$ cat src/design/lzw_pkg.sv
// lzw_pkg: shared types and constants for the lzw byte stream encoder
// used by all design files, no dependencies

package lzw_pkg;

    typedef enum logic [2:0] {
        ST_IDLE,
        ST_SEARCH,
        ST_EMIT,
        ST_FINAL,
        ST_PAD,
        ST_DRAIN
    } t_state;

    localparam int unsigned BYTE_W = 8;
    localparam int unsigned CW_W   = 4;
    localparam logic [CW_W-1:0] CW_MIN = 4'd9;

endpackage

$ cat src/design/lzw_packer.sv
// lzw_packer: bit accumulator that shifts codes in msb first and pops bytes
// depends on lzw_pkg

module lzw_packer
    import lzw_pkg::*;
#(
    parameter int unsigned CODE_W = 12
) (
    input  logic              i_clk,
    input  logic              i_rst_n,
    input  logic              i_load,
    input  logic [CODE_W-1:0] i_code,
    input  logic [CW_W-1:0]   i_width,
    input  logic              i_pad,
    input  logic              i_pop,
    input  logic              i_clear,
    output logic              o_has_byte,
    output logic              o_has_bits,
    output logic              o_last_byte,
    output logic [BYTE_W-1:0] o_byte
);

    localparam int unsigned ACC_W = CODE_W + 7;
    localparam int unsigned CNT_W = $clog2(ACC_W + 1);

    logic [ACC_W-1:0] r_acc, n_acc;
    logic [CNT_W-1:0] r_cnt, n_cnt;
    logic [ACC_W-1:0] w_mask;
    logic [ACC_W-1:0] w_top;

    assign w_mask      = (ACC_W'(1) << i_width) - ACC_W'(1);
    assign o_has_byte  = r_cnt >= CNT_W'(BYTE_W);
    assign o_has_bits  = r_cnt != '0;
    // exactly one byte left in the accumulator
    assign o_last_byte = r_cnt == CNT_W'(BYTE_W);
    assign w_top       = r_acc >> (r_cnt - CNT_W'(BYTE_W));
    assign o_byte      = w_top[BYTE_W-1:0];

    always_comb begin
        n_acc = r_acc;
        n_cnt = r_cnt;
        if (i_clear) begin
            n_acc = '0;
            n_cnt = '0;
        end else if (i_load) begin
            n_acc = (r_acc << i_width) | (ACC_W'(i_code) & w_mask);
            n_cnt = r_cnt + CNT_W'(i_width);
        end else if (i_pad) begin
            // zero fill the partial byte
            n_acc = r_acc << (CNT_W'(BYTE_W) - r_cnt);
            n_cnt = CNT_W'(BYTE_W);
        end else if (i_pop) begin
            n_cnt = r_cnt - CNT_W'(BYTE_W);
            n_acc = r_acc & ((ACC_W'(1) << n_cnt) - ACC_W'(1));
        end
    end

    always_ff @(posedge i_clk) begin
        if (!i_rst_n) begin
            r_acc <= '0;
            r_cnt <= '0;
        end else begin
            r_acc <= n_acc;
            r_cnt <= n_cnt;
        end
    end

endmodule

$ cat config.mk
export PLATFORM = sky130hd
export DESIGN_NAME = lzw_packer
export DESIGN_NICKNAME = d
export VERILOG_FILES = /design/src/design/lzw_pkg.sv /design/src/design/lzw_packer.sv
export SDC_FILE = /design/constraint.sdc
export NUM_CORES = 1
export LEC_CHECK = 0
export BUFFER_PORTS_ARGS = -buffer_cell sky130_fd_sc_hd__buf_2
export CAP_MARGIN = 20
export CORE_UTILIZATION = 48
export DETAILED_ROUTE_END_ITERATION = 7
export PLACE_DENSITY = 0.64
export SYNTH_ARGS = -nofsm -noshare
export SYNTH_HDL_FRONTEND = slang
export SYNTH_SLANG_ARGS = --single-unit
$ cat constraint.sdc
create_clock -name i_clk -period 4.36 [get_ports i_clk]
set_clock_uncertainty 0.1 [all_clocks]
set_input_delay 0.872 -clock i_clk [delete_from_list [all_inputs] [get_ports i_clk]]
set_output_delay 0.872 -clock i_clk [all_outputs]
set_load 0.05 [all_outputs]
* Yosys cells after proc, flatten, opt, wreduce, memory -nomap -nowiden
Cells that the tools add are included.
** Word-level totals
- Memories kept :: 0
- Input port bits :: 22
- Output and inout bits :: 11
- Register bits :: 24
- Word-level logic and storage cells :: 27
- Memory bits (read-only) :: 0
- RAM bits :: 0
- Bits in latches :: 0
** Cells by class
- Magnitude comparators :: 1
- Multiply operators :: 0
- Reductions and logical operators :: 3
- Muxes and demuxes :: 6
- Eq/ne operators :: 1
- Add/subtract/negate cells :: 5
- Div/mod/pow operators :: 0
- Shift operators :: 5
- Bitwise gates (word level) :: 4
** Operators by type and width (count)
- two-way mux 19 bit :: 3
- AND 12 x 19 -> 19 bit :: 1
- AND 19 bit :: 1
- bitwise OR 19 bit :: 1
- << shifter 1 x 4 -> 19 bit, first input constant :: 1
- << shifter 1 x 5 -> 19 bit, first input constant :: 1
- << shifter 19 x 4 -> 19 bit :: 1
- << shifter 19 x 5 -> 19 bit :: 1
- >> shifter 19 x 5 -> 8 bit :: 1
- subtractor 19 x 1 -> 19 bit, second input constant :: 1
- subtractor 19 x 2 -> 19 bit, second input constant :: 1
- two-way mux 5 bit :: 3
- adder 5 x 4 -> 5 bit :: 1
- equality test 5 x 4 -> 1 bit, second input constant :: 1
- greater-or-equal comparator 5 x 4 -> 1 bit, second input constant :: 1
- nonzero test 5 bit :: 1
- subtractor 4 x 5 -> 5 bit, first input constant :: 1
- subtractor 5 x 4 -> 5 bit, second input constant :: 1
- nonzero test 3 bit :: 1
- OR reduction 2 bit :: 1
- inverter 1 bit :: 1

* Longest topological paths before layout
- Word-level depth :: 7
- Mapped depth :: 14
- Mapped depth without buffers :: 10

* Worst setup path before layout
OpenSTA, ideal clock, no wires.
- Path kind :: register to output
- From :: register r_cnt[1]
- To :: output o_byte[5]
- Data arrival time :: 2601 ps
- Setup slack :: 787 ps
- Data required time :: 3388 ps
- Buffers on the path :: 3
- Stages on the path, launching flop included :: 8
- Path through :: dfxtp_1 buf_2 buf_2 buf_2 mux2i_1 a21oi_1 a21oi_1 a211oi_1
** Between the ends
- Cells in the longest elaborated chain, start to end :: 2
** Ends and longest elaborated chain
- from (decl) :: RTL line lzw_packer.sv:27 : logic [CNT_W-1:0] r_cnt, n_cnt;
- from (signal assigned) :: RTL line lzw_packer.sv:64 : r_cnt <= n_cnt;
- subtractor 5 x 4 -> 5 bit :: RTL line lzw_packer.sv:36 : assign w_top = r_acc >> (r_cnt - CNT_W'(BYTE_W));
- >> shifter 19 x 5 -> 8 bit :: RTL line lzw_packer.sv:36
- to (decl) :: RTL line lzw_packer.sv:20 : output logic [BYTE_W-1:0] o_byte
No other way between the ends.

* Worst setup path after layout
- From :: register r_cnt[4]
- To :: output o_byte[0]
The elaborated chain is that of the path after synthesis.

==> impl_metrics.ini <==
[run_status]
status = finished clean

[logic_synthesis]
ys_seq_area_share_pct = 10.3
synthFlopType = dfxtp_1
synth_top_area_share_pct = 11.8
yosys_register_bits = 24
syn_nets = 660
yosys-top-cells-area = mux2i_1 12%, dfxtp_1 10%, mux4_2 7.2%
syn_area_um2 = 4660
synth.distinct_cells = 76
syn_area_per_cell_um2 = 7.47
synth_cells = 624
yosysTopAreaCell = mux2i_1
yosysWarnings = 0
ys_async_sr_fraction_pct = 0
synth_edf_count = 0

[finish]
fillers = 933
multi_input_area_um2 = 3820
syn2layout_area_growth_pct = 2.44
drive_gt1_share_pct = 16.1
regArea_um2 = 480
layout.nets = 640
num_antenna_cells = 0
utilization_pct = 51.2

[cts]
insertion_delay_ps = 270
cts_root_buf = clkbuf_8
cts_tree = done
cts_resized = 0
clockBufferDepth = 2
numCtsBuffers = 3
htreeDepth = 1
cts_sinks = 24
clk_pin_slew_ps = 90
cts_setup_buffers = 0
postCtsHoldBufs = 0

[global_route]
grt_pass1_vias = 4504
overflow = 0
gr-usage-all-layers_pct = 32.8
grt_pass1_wl_um = 25300
grt_antenna_before_repair = 0
grt_max_degree = 40

[setup_path]
worstPathArrival_ps = 2550
ff2ff_path_depth = 8
r2r_end = r_acc[13]
critPathSlowestCell = ha_1
path_max_fanout = 20
cpPeakStageDelay_ps = 700
startpoint_type = flip-flop
r2r_slack_ps = 1040
cpLargestDelayFamily = adder cells
path_class = flip-flop to primary output
reg2reg_from = r_cnt[0]
crit_required_ps = 3390
end_kind = primary output
crit_buf_inv = 3
crit_cells = 7
crit_chain = inv_1 > ha_1 > inv_1 > a211oi_1 > a21oi_1 > a21oi_1 > buf_2

[sta]
tightest_slew_ps = 1080
finalCritPeriodShare_pct = 80.7
rsz0062_at_grt = no
holdWs_ps = 510
relSlewSlack_pct = 28.0
fin_tns_setup_ps = 0
fmax_ghz = 0.284
maxSlewViolCount = 0
finalHoldViolCount = 0
finalSetupViolCount = 0
min_period_ps = 3520

[pwr]
vdd_ir_drop_max_uv = 148
p_leak_nw = 1.68
power.density_nw_per_um2 = 176

[floorplanning]
fp.coreArea_um2 = 9330
start_util_pct = 50.0
ios = 33
rows = 35
dieArea_um2 = 10100
die_w_um = 101
die_height_um = 101

[route]
drtIter0Drc = 518
vias_per_cell = 6.95
wl_per_cell_um = 22.8
ant_nets = 0
drtPass1Iterations = 7
drc = 0
routed-via-count = 5082
drt_wl_total_um = 16700

[flow_run]
cap_violations = 0

[worst_hold_path]
hp-start = r_acc[17]
min_path_cells = 2
hp-class = flip-flop to flip-flop
min_to = r_acc[17]

[place]
dp_hpwl_um = 11900
gp_congestion = 1.03
port_buffers = 32
kinds of logic (layout without fill, tap and decap cells):
| kind of cell | after synthesis | count (layout) | synth area share (%) |
|---|---|---|---|
| multiplexers | 95 | 95 | 25.1 |
| XOR/XNOR | 13 | 13 | 2.84 |
| AO/OA/AOI/OAI | 190 | 190 | 28.3 |
| AND/OR/NAND/NOR | 209 | 209 | 21.7 |
| buffers and inverters | 79 | 57 | 7.83 |
| flip-flops | 24 | 24 | 10.3 |
| adder cells (fa/ha/maj) | 14 | 14 | 3.92 |
layout make-up:
cell class / instances / share of cell area (%)
multi-input combinational: 521 / 79.9
clock buffer: 3 / 0.864
sequential: 24 / 10.1
tap: 129 / 3.38
inverter: 13 / 1.02
timing repair buffer: 41 / 4.77
worst min-delay path: cells and delay by family, from the launching register on:
| family | cells | cell delay, ps |
|---|---|---|
| flops | 1 | 400 |
| compound gates | 1 | 60 |
| simple gates | 1 | 100 |
per-stage QoR:
stage	std cells	total power [mW]	instance area, µm²	setup WS (ps)
3_3_place_gp	728	0.685	4740	1110
6_report	731	0.841	4780	840
3_5_place_dp	728	0.690	4740	1090
5_1_grt	731	0.878	4780	615
4_1_cts	731	0.828	4780	880
2_1_floorplan	624	0.589	4660	787
power breakdown:
group	internal (mW)	switching (mW)	leakage, nW	total (mW)
logic	0.163	0.279	1.47	0.442
registers	0.228	0.0277	0.196	0.256
clock network	0.0622	0.0808	0.0216	0.143
total	0.454	0.387	1.68	0.841
sequential cells by signal (all words and copies together), names as in the netlist:
signal,flops
r_cnt,5
r_acc,19
layout by cell type (no fill, tap or decap), types with 5 or more instances in the layout:
cell	Yosys	layout
a211oi_1	19	19
nor2_1	63	63
xor2_1	6	6
a21oi_1	46	46
nand2b_1	11	11
nor3_1	13	13
mux2_2	21	21
nand3_1	17	17
and2_1	6	6
mux4_2	15	15
xnor2_1	6	6
and3_1	5	5
a31oi_1	7	7
o221ai_1	5	5
o21ai_0	30	30
buf_4	2	9
dfxtp_1	24	24
o21a_1	7	7
inv_1	11	11
mux2i_1	55	55
o22ai_1	10	10
ha_1	13	13
buf_2	25	32
nor2b_1	11	11
o211ai_1	9	9
a221oi_1	8	8
nand4_1	5	5
nand2_1	55	55
or3_1	5	5
cell usage after synthesis, types with 6 or more instances:
cell type / n
xor2_1: 6
a211oi_1: 19
nand2_1: 55
buf_2: 25
a31oi_1: 7
o21a_1: 7
a221oi_1: 8
buf_1: 6
nor2_1: 63
mux2i_1: 55
xnor2_1: 6
a21oi_1: 46
mux4_2: 15
and2_1: 6
nor2b_1: 11
o21ai_0: 30
clkbuf_1: 29
o211ai_1: 9
dfxtp_1: 24
nor3_1: 13
mux2_2: 21
ha_1: 13
inv_1: 11
nand2b_1: 11
nand3_1: 17
o22ai_1: 10
worst max path at each step:
| stage | startpoint | end |
|---|---|---|
| 2_1_floorplan | r_cnt[1] | o_byte[5] |
| 3_3_place_gp | i_load | r_acc[18] |
| 3_5_place_dp | i_width[1] | r_acc[17] |
| 4_1_cts | r_cnt[4] | o_byte[0] |
| 5_1_grt | r_cnt[4] | o_byte[0] |
| 6_report | r_cnt[4] | o_byte[0] |
per-layer routing:
metal,vias up,track usage (%),part of all wire (%)
met5,-,0,0
met4,0,12.8,3.3
met3,40,2.29,8.4
met2,305,52.1,46
met1,2431,46.4,42
li1,2306,-,-
(Power assumes the default switching activity.)
